`config.mk`:
```
export PLATFORM = sky130hd
export DESIGN_NAME = unsigned_to_decimal_ascii_flat
export DESIGN_NICKNAME = d
export VERILOG_FILES = /design/src/design/udec_pkg.sv /design/src/design/udec_if.sv /design/src/design/udec_ctrl.sv /design/src/design/udec_dp.sv /design/src/design/unsigned_to_decimal_ascii.sv /design/src/flat_wrapper.sv
export SDC_FILE = /design/constraint.sdc
export NUM_CORES = 1
export LEC_CHECK = 0
export BUFFER_PORTS_ARGS = -buffer_cell sky130_fd_sc_hd__buf_2
export CORE_ASPECT_RATIO = 1.5
export CORE_MARGIN = 2
export CORE_UTILIZATION = 45
export CTS_CLUSTER_SIZE = 20
export DETAILED_ROUTE_END_ITERATION = 7
export PLACE_DENSITY = 0.63
export SYNTH_ARGS = -nofsm -noshare
export SYNTH_HDL_FRONTEND = slang
export SYNTH_SLANG_ARGS = --single-unit
```
`constraint.sdc`:
```
create_clock -name clock -period 3 [get_ports clock]
set_input_delay 0.9 -clock clock [delete_from_list [all_inputs] [get_ports clock]]
set_output_delay 0.9 -clock clock [all_outputs]
set_load 0.05 [all_outputs]
```
`src/design/udec_pkg.sv`:
```
// Shared types and constants for the unsigned to decimal ASCII converter.
package udec_pkg;

   localparam int VALUE_W  = 32;
   localparam int DIGITS   = 10;
   localparam int BCD_W    = 4 * DIGITS;
   localparam int BIT_CNT_W = $clog2(VALUE_W);
   localparam int CHAR_W   = 6;
   localparam int COUNT_W  = 4;
   localparam int IDX_W    = $clog2(DIGITS);

   localparam logic [BIT_CNT_W-1:0] BIT_LAST   = BIT_CNT_W'(VALUE_W - 1);
   localparam logic [CHAR_W-1:0]    DIGIT_BASE = 6'd48;

   typedef enum logic [1:0] {
      ST_IDLE,
      ST_CONVERT,
      ST_COUNT,
      ST_EMIT
   } udec_state_type;

   typedef struct packed {
      logic load;
      logic shift;
      logic count;
      logic emit;
   } udec_cmd_type;

   typedef struct packed {
      logic bit_done;
      logic last_digit;
      logic out_free;
   } udec_status_type;

endpackage

```
`src/design/udec_if.sv`:
```
// Valid/ready channel interfaces for the request and response words.
interface udec_req_if import udec_pkg::*; ();
   logic               valid;
   logic               ready;
   logic [VALUE_W-1:0] value;

   modport source (output valid, output value, input ready);
   modport sink   (input valid, input value, output ready);
endinterface

interface udec_rsp_if import udec_pkg::*; ();
   logic               valid;
   logic               ready;
   logic [CHAR_W-1:0]  digit_char;
   logic [COUNT_W-1:0] digit_count;
   logic               is_last;

   modport source (output valid, output digit_char, output digit_count, output is_last,
                   input ready);
   modport sink   (input valid, input digit_char, input digit_count, input is_last,
                   output ready);
endinterface

```
`src/design/udec_ctrl.sv`:
```
// Sequencer for load, shift-and-add conversion, digit count and digit emission.
module udec_ctrl import udec_pkg::*; (
   input  logic            clock,
   input  logic            reset,
   input  logic            req_valid_i,
   output logic            req_ready_o,
   input  udec_status_type status_i,
   output udec_cmd_type    cmd_o
);

   udec_state_type state_ff, state_in;

   always_ff @(posedge clock) begin
      if (reset) begin
         state_ff <= ST_IDLE;
      end else begin
         state_ff <= state_in;
      end
   end

   always_comb begin
      state_in    = state_ff;
      cmd_o       = '0;
      req_ready_o = 1'b0;
      unique case (state_ff)
         ST_IDLE: begin
            req_ready_o = 1'b1;
            if (req_valid_i) begin
               cmd_o.load = 1'b1;
               state_in   = ST_CONVERT;
            end
         end
         ST_CONVERT: begin
            cmd_o.shift = 1'b1;
            if (status_i.bit_done) begin
               state_in = ST_COUNT;
            end
         end
         ST_COUNT: begin
            cmd_o.count = 1'b1;
            state_in    = ST_EMIT;
         end
         ST_EMIT: begin
            // hold until the output register can take the next digit
            if (status_i.out_free) begin
               cmd_o.emit = 1'b1;
               if (status_i.last_digit) begin
                  state_in = ST_IDLE;
               end
            end
         end
         default: begin
            state_in = ST_IDLE;
         end
      endcase
   end

endmodule

```
`src/design/udec_dp.sv`:
```
// Datapath: binary shift register, BCD accumulator, digit counter and output register.
module udec_dp import udec_pkg::*; (
   input  logic               clock,
   input  logic               reset,
   input  udec_cmd_type       cmd_i,
   output udec_status_type    status_o,
   input  logic [VALUE_W-1:0] value_i,
   output logic               rsp_valid_o,
   input  logic               rsp_ready_i,
   output logic [CHAR_W-1:0]  rsp_digit_char_o,
   output logic [COUNT_W-1:0] rsp_digit_count_o,
   output logic               rsp_is_last_o
);

   logic [VALUE_W-1:0]   bin_ff;
   logic [BCD_W-1:0]     bcd_ff;
   logic [BIT_CNT_W-1:0] bit_cnt_ff;
   logic [COUNT_W-1:0]   count_ff;
   logic [IDX_W-1:0]     idx_ff;
   logic                 rsp_valid_ff;
   logic [CHAR_W-1:0]    char_ff;
   logic [COUNT_W-1:0]   out_count_ff;
   logic                 last_ff;

   logic [3:0]           bcd_digit [DIGITS];
   logic [BCD_W-1:0]     bcd_adj;
   logic [COUNT_W-1:0]   count_in;
   logic [3:0]           digit_sel;

   // split into digits and add 3 to any digit of 5 or more before the shift
   for (genvar i = 0; i < DIGITS; i++) begin : g_digit
      assign bcd_digit[i]        = bcd_ff[4*i +: 4];
      assign bcd_adj[4*i +: 4]   = (bcd_digit[i] >= 4'd5) ? bcd_digit[i] + 4'd3
                                                          : bcd_digit[i];
   end

   // position of the highest nonzero digit, at least one digit
   always_comb begin
      count_in = COUNT_W'(1);
      for (int i = 1; i < DIGITS; i++) begin
         if (bcd_digit[i] != 4'd0) begin
            count_in = COUNT_W'(i + 1);
         end
      end
   end

   assign digit_sel = bcd_digit[idx_ff];

   always_ff @(posedge clock) begin
      if (cmd_i.load) begin
         bin_ff     <= value_i;
         bcd_ff     <= '0;
         bit_cnt_ff <= '0;
      end else if (cmd_i.shift) begin
         bin_ff     <= {bin_ff[VALUE_W-2:0], 1'b0};
         bcd_ff     <= {bcd_adj[BCD_W-2:0], bin_ff[VALUE_W-1]};
         bit_cnt_ff <= bit_cnt_ff + 1'b1;
      end
      if (cmd_i.count) begin
         count_ff <= count_in;
         idx_ff   <= IDX_W'(count_in - 1'b1);
      end else if (cmd_i.emit) begin
         idx_ff   <= idx_ff - 1'b1;
      end
      if (cmd_i.emit) begin
         char_ff      <= DIGIT_BASE + CHAR_W'(digit_sel);
         out_count_ff <= count_ff;
         last_ff      <= (idx_ff == '0);
      end
   end

   always_ff @(posedge clock) begin
      if (reset) begin
         rsp_valid_ff <= 1'b0;
      end else if (cmd_i.emit) begin
         rsp_valid_ff <= 1'b1;
      end else if (rsp_ready_i) begin
         rsp_valid_ff <= 1'b0;
      end
   end

   assign status_o.bit_done   = (bit_cnt_ff == BIT_LAST);
   assign status_o.last_digit = (idx_ff == '0);
   assign status_o.out_free   = !rsp_valid_ff || rsp_ready_i;

   assign rsp_valid_o       = rsp_valid_ff;
   assign rsp_digit_char_o  = char_ff;
   assign rsp_digit_count_o = out_count_ff;
   assign rsp_is_last_o     = last_ff;

`ifndef SYNTHESIS
   a_emit_needs_room: assert property (@(posedge clock) disable iff (reset)
      cmd_i.emit |-> status_o.out_free)
      else $error("digit emitted while output register full");

   a_count_sets_idx: assert property (@(posedge clock) disable iff (reset)
      cmd_i.count |=> (COUNT_W'(idx_ff) == count_ff - 1'b1))
      else $error("digit index does not start at the top digit");

   a_count_range: assert property (@(posedge clock) disable iff (reset)
      cmd_i.emit |-> (count_ff >= COUNT_W'(1) && count_ff <= COUNT_W'(DIGITS)))
      else $error("digit count out of range");

   a_char_range: assert property (@(posedge clock) disable iff (reset)
      rsp_valid_ff |-> (char_ff >= DIGIT_BASE && char_ff <= DIGIT_BASE + 6'd9))
      else $error("emitted character is not a decimal digit");

   a_no_leading_zero: assert property (@(posedge clock) disable iff (reset)
      (cmd_i.emit && count_ff != COUNT_W'(1) && COUNT_W'(idx_ff) == count_ff - 1'b1)
      |-> (digit_sel != 4'd0))
      else $error("leading zero emitted");
`endif

endmodule

```
`src/design/unsigned_to_decimal_ascii.sv`:
```
// Top level of the unsigned 32-bit binary to decimal ASCII converter.
//
// Usage:
//   req_port carries one 32-bit unsigned value per word. rsp_port returns the
//   decimal text of that value, one word per character, most significant digit
//   first, with no leading zeros (zero yields a single '0'). Each rsp word also
//   carries the total digit count (1 to 10) and is_last on the final digit.
//   Sequence: the value loads at the accepting edge, then one shift-and-add-3
//   step runs per input bit (one input bit per cycle through the BCD register),
//   the digits are counted, then one digit per cycle goes into the output
//   register while rsp does not stall. Most of the time per value goes to the
//   bit-serial BCD conversion.
//   req_port.ready is high only while idle; the next value is taken while the
//   last digit still waits in the output register.
//   Reset (synchronous, active high) returns the sequencer to idle and empties
//   the output register. When the receiver stalls, the current digit holds in
//   the output register and emission pauses until it is taken.
module unsigned_to_decimal_ascii import udec_pkg::*; (
   input logic         clock,
   input logic         reset,
   udec_req_if.sink    req_port,
   udec_rsp_if.source  rsp_port
);

   udec_cmd_type    cmd;
   udec_status_type status;

   // sequencer: drives commands, owns the request handshake
   udec_ctrl u_ctrl (
      .clock       (clock),
      .reset       (reset),
      .req_valid_i (req_port.valid),
      .req_ready_o (req_port.ready),
      .status_i    (status),
      .cmd_o       (cmd)
   );

   // datapath: conversion registers and the response output register
   udec_dp u_dp (
      .clock             (clock),
      .reset             (reset),
      .cmd_i             (cmd),
      .status_o          (status),
      .value_i           (req_port.value),
      .rsp_valid_o       (rsp_port.valid),
      .rsp_ready_i       (rsp_port.ready),
      .rsp_digit_char_o  (rsp_port.digit_char),
      .rsp_digit_count_o (rsp_port.digit_count),
      .rsp_is_last_o     (rsp_port.is_last)
   );

endmodule
```
`src/flat_wrapper.sv`:
```
// flat-port wrapper written by rule: the top's interface ports become plain ports
module unsigned_to_decimal_ascii_flat import udec_pkg::*;
  (clock, reset, req_port_valid, req_port_value, req_port_ready, rsp_port_valid, rsp_port_digit_char, rsp_port_digit_count, rsp_port_is_last, rsp_port_ready);
  udec_req_if req_port_i ();
  udec_rsp_if rsp_port_i ();
  input logic clock;
  input logic reset;
  input wire logic [$bits(req_port_i.valid)-1:0] req_port_valid;
  input wire logic [$bits(req_port_i.value)-1:0] req_port_value;
  output wire logic [$bits(req_port_i.ready)-1:0] req_port_ready;
  output wire logic [$bits(rsp_port_i.valid)-1:0] rsp_port_valid;
  output wire logic [$bits(rsp_port_i.digit_char)-1:0] rsp_port_digit_char;
  output wire logic [$bits(rsp_port_i.digit_count)-1:0] rsp_port_digit_count;
  output wire logic [$bits(rsp_port_i.is_last)-1:0] rsp_port_is_last;
  input wire logic [$bits(rsp_port_i.ready)-1:0] rsp_port_ready;
  assign req_port_i.valid = req_port_valid;
  assign req_port_i.value = req_port_value;
  assign req_port_ready = req_port_i.ready;
  assign rsp_port_valid = rsp_port_i.valid;
  assign rsp_port_digit_char = rsp_port_i.digit_char;
  assign rsp_port_digit_count = rsp_port_i.digit_count;
  assign rsp_port_is_last = rsp_port_i.is_last;
  assign rsp_port_i.ready = rsp_port_ready;
  unsigned_to_decimal_ascii u_core (.clock(clock), .reset(reset), .req_port(req_port_i), .rsp_port(rsp_port_i));
endmodule
```
# --- After elaboration in Yosys (flattened, before gate mapping) ---
# Cells that the tools add are included.
classes:
  div_mod_pow: 0
  magnitude_cmp: 11
  mul: 0
  n_bitwise: 1
  n_eq_ne: 8
  mux: 40
  n_shift: 0
  n_reduce_logical: 17
  n_addsub: 14
ops:
  columns: ["operator", "count"]
  rows:
  - ["4-bit two-way mux", 21]
  - ["32-bit two-way mux", 2]
  - ["4-bit by 3-bit greater-or-equal comparator with 1-bit output, second input constant", 10]
  - ["4-bit by 2-bit adder with 4-bit output, second input constant", 9]
  - ["4-bit nonzero test", 9]
  - ["4-bit binary-select mux with 4-bit select", 1]
  - ["2-bit two-way mux", 5]
  - ["1-bit two-way mux", 9]
  - ["2-bit case mux with 4 select lines", 1]
  - ["4-bit by 1-bit subtractor with 4-bit output, second input constant", 2]
  - ["5-bit by 5-bit adder with 6-bit output, first input constant", 1]
  - ["2-bit by 1-bit != test with 1-bit output, second input constant", 3]
  - ["2-bit nonzero test", 3]
  - ["5-bit by 1-bit adder with 5-bit output, second input constant", 1]
  - ["5-bit equality test, second input constant", 1]
  - ["5-bit greater-or-equal comparator, second input constant", 1]
  - ["4-bit NOT with 5-bit output", 1]
  - ["2-bit equality test, second input constant", 2]
  - ["4-bit logical NOT", 1]
  - ["4-bit AND reduction", 1]
  - ["3-bit by 2-bit adder with 3-bit output, second input constant", 1]
  - ["3-bit two-way mux", 1]
  - ["2-bit by 1-bit equality test with 1-bit output, second input constant", 1]
  - ["2-bit logical NOT", 1]
  - ["other kinds (3)", 3]
word_totals:
  ff_bits: 99
  memories: 0
  romBits: 0
  mem_bits_rw: 0
  latchBits: 0
  input_bits: 36

# --- Depth between registers and ports, before layout ---
# Gate-level depths: netlist of the first run.
logic_depth:
  ltp_word: 12
  depth_mapped: 9
  mapped_depth_nobuf: 9

# --- Modules after synthesis ---
# A second synthesis of the first run with hierarchy kept.
hier_totals:
  hier_cells: 492
  hier_area_um2: 5147.4
by_module_without_submodules:
  columns: ["module", "area_per_inst_um2", "cells_each", "instances"]
  rows:
  - ["udec_dp", 4962.3, 471, 1]
  - ["udec_ctrl", 185.2, 21, 1]

# --- Least setup slack after synthesis of the first run ---
# No wires, ideal clock.
synth_timing:
  path_kind: "register to register"
  start: "register u_core.u_ctrl.state_ff[1]"
  end: "register u_core.u_dp.bin_ff[0], enable pin"
  setup_ps: 478
  stages_incl_launch_ff: 8
  required_ps: 2522
  arrival_time_ps: 2030
  path_slack_ps: 492
  path_cell_list: "dfxtp_1 -> inv_1 -> ha_1 -> clkbuf_1 -> inv_1 -> clkbuf_1 -> clkbuf_1 -> nand2_1"
synth_between:
  elab_chain_len: 3
  word_cells_on_any_way: 5
  cone_classes: "1 x eq/ne; 2 x mux; 2 x reduce/logical"
synth_lines:
  columns: ["item", "line", "rtl"]
  rows:
  - ["start, declared", "udec_ctrl.sv:11", "udec_state_type state_ff, state_in;"]
  - ["start signal, assigned", "udec_ctrl.sv:17", "state_ff <= state_in;"]
  - ["2-bit by 1-bit equality test with 1-bit output / 2-bit logical NOT (equally long branches)", "udec_ctrl.sv:25", "unique case (state_ff)"]
  - ["1-bit two-way mux", "udec_ctrl.sv:25", null]
  - ["2-bit nonzero test (no source line) *", null, null]
  - ["end signal, assigned", "udec_dp.sv:51", "bin_ff <= value_i;"]
  - ["end signal, assigned", "udec_dp.sv:55", "bin_ff <= {bin_ff[VALUE_W-2:0], 1'b0};"]
  - ["end, declared", "udec_dp.sv:15", "logic [VALUE_W-1:0] bin_ff;"]
# Every way passes the cells marked *; elsewhere a longest branch is shown, timed or not.
# A chain may end at the register's enable or synchronous reset.

# --- Worst setup path after layout of the first run ---
layout_timing:
  start: "register u_core.u_dp.bcd_ff[16]"
  end: "register u_core.u_dp.idx_ff[2], data pin"
layout_between:
  elab_chain_len: 9
layout_lines:
  columns: ["item", "line", "rtl"]
  rows:
  - ["start, declared", "udec_dp.sv:16", "logic [BCD_W-1:0] bcd_ff;"]
  - ["start signal, assigned", "udec_dp.sv:56", "bcd_ff <= {bcd_adj[BCD_W-2:0], bin_ff[VALUE_W-1]};"]
  - ["4-bit nonzero test", "udec_dp.sv:41", "if (bcd_digit[i] != 4'd0) begin"]
  - ["4-bit two-way mux (6 in series)", "udec_dp.sv:41", null]
  - ["4-bit by 1-bit subtractor with 4-bit output", "udec_dp.sv:61", "idx_ff <= IDX_W'(count_in - 1'b1);"]
  - ["4-bit two-way mux", "udec_dp.sv:59", "if (cmd_i.count) begin"]
  - ["end signal, assigned", "udec_dp.sv:61", null]
  - ["end signal, assigned", "udec_dp.sv:63", "idx_ff <= idx_ff - 1'b1;"]
  - ["end, declared", "udec_dp.sv:19", "logic [IDX_W-1:0] idx_ff;"]
# No other way between the ends.

==> reports/results.tsv, run 1 <==
stage	metric	value	unit
timing	total negative slack	0	ns
cells_and_area	n_diodes	0	
worst_setup_path	Critical Path Sink Type	register	
synth	Syn Inst Count	558	
worst_setup_path	Worst R2R Start	u_core.u_dp.bcd_ff[16]	
detailed_routing	Vias	3845	
worst_setup_path	Worst R2R Path Depth	9	
global_routing	GRT Util Overall	0.175	
timing	Setup Skew	0.00814	ns
cells_and_area	Net count, final	658	
floorplan	# IOs	49	
floorplan	Initial Util	0.463	
detailed_routing	remaining antenna violation count	0	
floorplan	row count	47	
synth	Async S/R FF share, synth	0	
min_path	WHS Path Cells	0	
timing	final hold vios	0	
timing	Setup WS post-layout	0.707	ns
floorplan	Die Width	91.3	um
synth	Synth Flop Type	edfxtp_1	
clocking	CTS resizes	0	
worst_setup_path	CP Launch Point	u_core.u_dp.bcd_ff[16]	
timing	Pins Over Slew Limit	0	
timing	time the worst path needs with I/O delays and setup	2.29	ns
clocking	clk root buf	clkbuf_16	
detailed_routing	DR pass1 iterations	4	
synth	Mapped Avg Cell Area	9.21	sq um
timing	RSZ-0062 raised after global routing	no	
worst_setup_path	reg2reg setup slack	0.71	ns
power_and_ir_drop	Worst VDD drop	0.403	mV
min_path	hold crit path type	register to register	
place	Post-Place Setup Slack	0.685	ns
run_status	outcome	completed	
clocking	latest clock arrival within the worst-skew pair	0.34	ns
worst_setup_path	Worst Path Arrival	2.39	ns
place	Final Wtd Congestion	0.888	
timing	Slew @ Worst Pin	0.735	ns
synth	synthesized area	0.00514	sq mm
global_routing	grt ovf	0	
synth	sequential cell area fraction in the yosys report	0.473	
min_path	WHS Endpoint	u_core.u_dp.rsp_digit_count_o[2]	
worst_setup_path	Setup CP Type	register to register	
detailed_routing	Avg WL per Cell	13.6	um
power_and_ir_drop	power per cell area	801	mW/mm^2
place	Buffers on Ports	46	
clocking	total CTS buffers	9	
timing	max frequency	436	MHz
clocking	Max clock buf depth	2	
min_path	Hold Startpoint	u_core.u_dp.count_ff[2]	
clocking	post-CTS setup buffer count	0	
timing	Worst slew margin	0.510	
synth	flops & latches, synth	97	
cells_and_area	fraction of layout cells with a size suffix above 1	0.139	
detailed_routing	routed vias/inst	5.15	
clocking	CTS tree	yes	
clocking	Worst-path clk slew	0.07	ns
floorplan	core area	0.0111	sq mm
synth	number of synthesized flops with an enable pin	49	
power_and_ir_drop	Leakage Power	0.00238	uW
global_routing	largest net degree at the start of global routing	46	
detailed_routing	final wirelength	10.1	mm
synth	Cell variety after synth	41	
timing	Final Setup Violations	0	
flow_run	max-cap violation count	0	
worst_setup_path	Reg-to-Reg End	u_core.u_dp.idx_ff[2]	
global_routing	number of global-route vias before repair	3721	
global_routing	first-pass GRT wire length	17.3	mm
floorplan	die height	135	um
detailed_routing	# DRC	0	
worst_setup_path	Worst Setup Start Kind	register	
cells_and_area	synthesis-to-finish area growth	12.2	%
detailed_routing	initial drt markers	180	
place	hpwl dp	7.37	mm
global_routing	initial antenna violation count	0	
clocking	clock sink count	97	
clocking	hold_buf cts	0	
worst_setup_path	worst-path fanout max	5	
clocking	H-tree Lvls	3	
timing	crit share post-route	0.764	
floorplan	die area	0.0123	sq mm
worst_setup_path	WP data required	3.09	ns
synth	number of synthesis warnings	0	
through the flow:
| step | instance area (sq um) | std cells | utilization | power, uW | hold WS [ns] |
|---|---|---|---|---|---|
| global placement | 5490 | 730 | 0.494 | 3550 | 0.407 |
| CTS | 5770 | 746 | 0.519 | 4690 | 0.421 |
| floorplan | 5140 | 559 | - | 3230 | 0.400 |
| finish | 5770 | 746 | 0.519 | 4620 | 0.421 |
| global route | 5770 | 746 | 0.519 | 4950 | 0.438 |
| detailed placement | 5490 | 730 | 0.494 | 3600 | 0.405 |
state kept, by name, summed over array words and instances, names as in the netlist, 2 cells and up:
register	count
u_core.u_ctrl.state_ff	2
u_core.u_dp.bcd_ff	40
u_core.u_dp.bin_ff	32
u_core.u_dp.bit_cnt_ff	5
u_core.u_dp.count_ff	4
u_core.u_dp.idx_ff	4
u_core.u_dp.rsp_digit_char_o	4
u_core.u_dp.rsp_digit_count_o	4
worst max-delay path by stage:
stage                            end  slack [ns]  cells after the start
2_1_floorplan  u_core.u_dp.bin_ff[0]        0.49                      7
3_3_place_gp   u_core.u_dp.idx_ff[2]        0.78                      9
3_5_place_dp   u_core.u_dp.idx_ff[2]        0.68                      9
4_1_cts        u_core.u_dp.idx_ff[2]        0.68                      9
5_1_grt        u_core.u_dp.idx_ff[2]        0.53                      9
6_report       u_core.u_dp.idx_ff[2]        0.71                      9
cells by family (layout without fill, tap and decap cells):
| logic type | Yosys count | after routing | synth area share |
|---|---|---|---|
| fa+ha+maj | 28 | 28 | 0.0681 |
| mux | 30 | 30 | 0.0786 |
| buf+inv | 56 | 96 | 0.0450 |
| other cells | 1 | 2 | 0.000729 |
| xor+xnor | 24 | 24 | 0.0409 |
| compound gates | 86 | 86 | 0.0915 |
| simple gates | 236 | 236 | 0.202 |
| flops | 97 | 97 | 0.473 |
power breakdown:
| group | switching, uW | total [uW] | internal (uW) |
|---|---|---|---|
| registers | 209 | 2100 | 1890 |
| logic | 936 | 1440 | 502 |
| clock network | 505 | 1080 | 574 |
| total | 1650 | 4620 | 2970 |
critical path, cell delays in order (launching register included):
cell and delay, ns:
dfxtp_1 0.34, inv_1 0.10, ha_1 0.21, or3b_1 0.40, a211oi_1 0.24, o21ai_1 0.14, a21oi_2 0.19, inv_1 0.06
ha_1 0.20, xor2_1 0.16
layer usage:
layer | routed length, um | GRT usage
met3 | 326 | 0.0329
met5 | 0 | 0
met4 | 237 | 0.0766
met1 | 4500 | 0.214
met2 | 5080 | 0.301
synth_stat cells, types with 2 or more instances:
library cell	count	area [sq um]
or2_2	2	12.5
mux2i_1	22	220
buf_1	4	15.0
buf_2	3	15.0
xnor2_1	12	105
dfxtp_1	48	961
nor3b_2	3	37.5
a211oi_1	2	15.0
o21ai_1	4	20.0
nor3_1	11	55.1
nand3_1	11	55.1
edfxtp_1	49	1470
nand3b_1	4	30.0
nand2_1	124	465
buf_4	2	15.0
o21ai_0	32	160
nor2_1	55	206
a21oi_1	41	205
inv_1	29	109
xor2_1	12	105
clkbuf_1	17	63.8
nand2b_1	11	68.8
ha_1	28	350
or3b_1	3	26.3
nor3b_1	4	30.0
and3_1	3	18.8
mux4_2	7	158
and2_1	2	12.5
cell usage in the layout (no fill, tap or decap), types with 2 or more instances in the layout:
cell and n:
nand2_1 124, nor2_1 55, edfxtp_1 49, dfxtp_1 48, buf_2 46, a21oi_1 41, o21ai_0 32, inv_1 29
ha_1 28, mux2i_1 22, xnor2_1 12, xor2_1 12, nand2b_1 11, nor3_1 11, nand3_1 11, clkbuf_16 9
mux4_2 7, nor3b_1 4, o21ai_1 4, nand3b_1 4, buf_4 4, or3b_1 3, nor3b_2 3, and3_1 3
clkinvlp_4 3, and2_2 2, or2_2 2, a211oi_1 2, conb_1 2, inv_6 2
layout make-up:
cell class,count,area [sq um]
clock inverters,6,51.3
repair buffers,51,280
clock buffers,10,229
inverters,29,109
fillers,1024,5350
flip-flops and latches,97,2430
well taps,147,184
multi-input cells,406,2480
Power figures use the tool's default switching activity.
==> run 2: changes to the inputs <==
- PLACE_DENSITY: 0.63 -> 0.66
- clock period: 3 -> 1.9 ns (I/O delays scaled with it)
==> reports/results.tsv, run 2 (same netlist as run 1, synthesis figures left out) <==
stage	metric	value	unit	change
worst_setup_path	Worst Path Arrival	2.13	ns	was 2.39 ns
power_and_ir_drop	Comb power frac	0.345		was 0.312
clocking	CTS tree	yes		unchanged
detailed_routing	final wirelength	11.3	mm	was 10.1 mm
timing	Final Hold Slack	0.427	ns	was 0.421 ns
clocking	latest clock arrival within the worst-skew pair	0.35	ns	was 0.34 ns
worst_setup_path	CP top delay family	compound AO/OA/AOI/OAI gates		unchanged
power_and_ir_drop	clock share of power	0.231		was 0.234
worst_setup_path	reg2reg setup slack	-0.13	ns	was 0.71 ns
detailed_routing	Vias	4091		was 3845
detailed_routing	remaining antenna violation count	0		unchanged
global_routing	GRT Util Overall	0.188		was 0.175
place	Post-Place Setup Slack	-0.212	ns	was 0.685 ns
clocking	H-tree Lvls	3		unchanged
cells_and_area	synthesis-to-finish area growth	24.7	%	was 12.2%
cells_and_area	commonest non-fill, non-tap cell in the layout	nand2_1		unchanged
power_and_ir_drop	Worst VDD drop	0.546	mV	was 0.403 mV
floorplan	Initial Util	0.463		unchanged
power_and_ir_drop	Leakage Power	0.00273	uW	was 0.00238 uW
run_status	failing checks	negative setup slack		
detailed_routing	Avg WL per Cell	13.9	um	was 13.6 um
worst_setup_path	worst-path fanout max	2		was 5
timing	Slew @ Worst Pin	0.507	ns	was 0.735 ns
timing	max frequency	493	MHz	was 436 MHz
global_routing	largest net degree at the start of global routing	46		unchanged
worst_setup_path	Critical Path Sink Type	register		unchanged
floorplan	Die Width	91.3	um	unchanged
floorplan	die area	0.0123	sq mm	unchanged
clocking	Worst-path clk slew	0.07	ns	about the same
global_routing	initial antenna violation count	0		unchanged
clocking	hold_buf cts	0		unchanged
power_and_ir_drop	power per cell area	1200	mW/mm^2	was 801 mW/mm^2
timing	Final Setup Violations	3		was 0
floorplan	core area	0.0111	sq mm	unchanged
worst_setup_path	Crit-path slowest cell	or3b_4		was or3b_1
worst_setup_path	WP data required	2.00	ns	was 3.09 ns
cells_and_area	number of flip-flops in the largest register	40		unchanged
timing	Pins Over Slew Limit	0		unchanged
cells_and_area	n_diodes	0		unchanged
clocking	total CTS buffers	9		unchanged
floorplan	# IOs	49		unchanged
cells_and_area	biggest regs	u_core.u_dp.bcd_ff x40, u_core.u_dp.bin_ff x32, u_core.u_dp.bit_cnt_ff x5		unchanged
worst_setup_path	Worst Setup Start Kind	register		unchanged
run_status	outcome	complete, but fails checks		was completed
timing	Setup WS post-layout	-0.129	ns	was 0.707 ns
place	Cells after DPL	786		was 730
global_routing	grt ovf	0		unchanged
clocking	Max clock buf depth	2		unchanged
place	Final Wtd Congestion	0.863		was 0.888
floorplan	die height	135	um	unchanged
timing	Worst slew margin	0.662		was 0.510
floorplan	row count	47		unchanged
global_routing	number of global-route vias before repair	4073		was 3721
cells_and_area	fraction of layout cells with a size suffix above 1	0.271		was 0.139
timing	RSZ-0062 raised after global routing	yes		was no
clocking	clk root buf	clkbuf_16		unchanged
place	hpwl dp	8.41	mm	was 7.37 mm
timing	time the worst path needs with I/O delays and setup	2.03	ns	was 2.29 ns
cells_and_area	Net count, final	720		was 658
cells_and_area	most frequent cells in the layout	nand2_1 (123), buf_4 (66), nor2_1 (55)		was nand2_1 (124), nor2_1 (55), edfxtp_1 (49)
worst_setup_path	CP bufs+invs	2		unchanged
cells_and_area	Layout Cells excl Fill	808		was 746
worst_setup_path	critical-path cell list	inv_2 -> ha_4 -> or3b_4 -> a211oi_2 -> o21ai_2 -> a21oi_2 -> inv_2 -> ha_4 -> xor2_1		was inv_1 -> ha_1 -> or3b_1 -> a211oi_1 -> o21ai_1 -> a21oi_2 -> inv_1 -> ha_1 -> xor2_1
power_and_ir_drop	Psw	2740	uW	was 1650 uW
min_path	hold crit path type	input port to register		was register to register
power_and_ir_drop	Int Power	4920	uW	was 2970 uW
global_routing	first-pass GRT wire length	18.5	mm	was 17.3 mm
worst_setup_path	slowest stage delay, CP	0.38	ns	was 0.40 ns
detailed_routing	DR pass1 iterations	4		unchanged
detailed_routing	initial drt markers	160		was 180
clocking	clock sink count	97		unchanged
detailed_routing	# DRC	0		unchanged
timing	crit share post-route	1.07		was 0.764
detailed_routing	routed vias/inst	5.06		was 5.15
power_and_ir_drop	Sw Ratio	0.357		about the same
flow_run	max-cap violation count	0		unchanged
timing	Setup Skew	0.00829	ns	was 0.00814 ns
timing	final hold vios	0		unchanged
cells_and_area	Top reg by flops	u_core.u_dp.bcd_ff		unchanged
power_and_ir_drop	Flop pwr share	0.424		was 0.455
worst_setup_path	Setup CP Type	register to register		unchanged
place	Buffers on Ports	46		unchanged
-- run 2: cell count changes in the layout (fill, tap and decap cells not counted), sizes merged --
cell | previous run | this run
clkinv | 0 | 3
buf | 51 | 113
clkinvlp | 3 | 0
-- run 2: final cells by class --
cell class | instances | area, sq um
Clock buffer | 10 | 239
Tap cell | 147 | 184
Inverter | 29 | 109
Multi-Input combinational cell | 406 | 2620
Sequential cell | 97 | 2440
Timing Repair Buffer | 113 | 761
Clock inverter | 6 | 57.6
Fill cell | 954 | 4700
-- run 2: stage by stage --
step            util  area (sq um)  setup TNS (ns)  power, uW
2_1_floorplan      -          5220          -0.135       5150
5_1_grt        0.577          6410          -0.552       8130
6_report       0.577          6410          -0.330       7660
3_3_place_gp   0.539          6000          -0.386       5760
4_1_cts        0.573          6370          -0.312       7710
3_5_place_dp   0.539          6000          -0.533       5870
-- run 2: timing repair --
item | 4_1_cts | 5_1_grt
resized for setup | 14 | 5
buffers inserted | 3 | 3
endpoints found under the setup margin | 4 | 3
pin swaps | 7 | 6
-- run 2: worst paths after layout --
check                                          end  depth (start not counted)                     from
setup / recovery             u_core.u_dp.idx_ff[2]                          9   u_core.u_dp.bcd_ff[12]
hold / removal             u_core.u_dp.rsp_valid_o                          2                    reset
setup reg to reg             u_core.u_dp.idx_ff[2]                          9   u_core.u_dp.bcd_ff[12]
hold reg to reg   u_core.u_dp.rsp_digit_count_o[2]                          0  u_core.u_dp.count_ff[2]
-- run 2: per-layer routing --
layer,global-route usage,vias to the layer above,routed length (um)
met1,0.204,1932,4620
li1,-,2080,-
met3,0.0279,14,308
met4,0.0690,0,224
met5,0,-,0
met2,0.365,65,6110
-- run 2: power groups by stage --
| stage | Sequential (uW) | Combinational [uW] | Clock [uW] |
|---|---|---|---|
| final | 3250 | 2640 | 1770 |
| after global placement | 3280 | 2490 | 0 |
| after detailed placement | 3300 | 2580 | 0 |
| after floorplan | 3240 | 1910 | 0 |
| after CTS | 3250 | 2640 | 1820 |
| after global routing | 3300 | 2920 | 1900 |
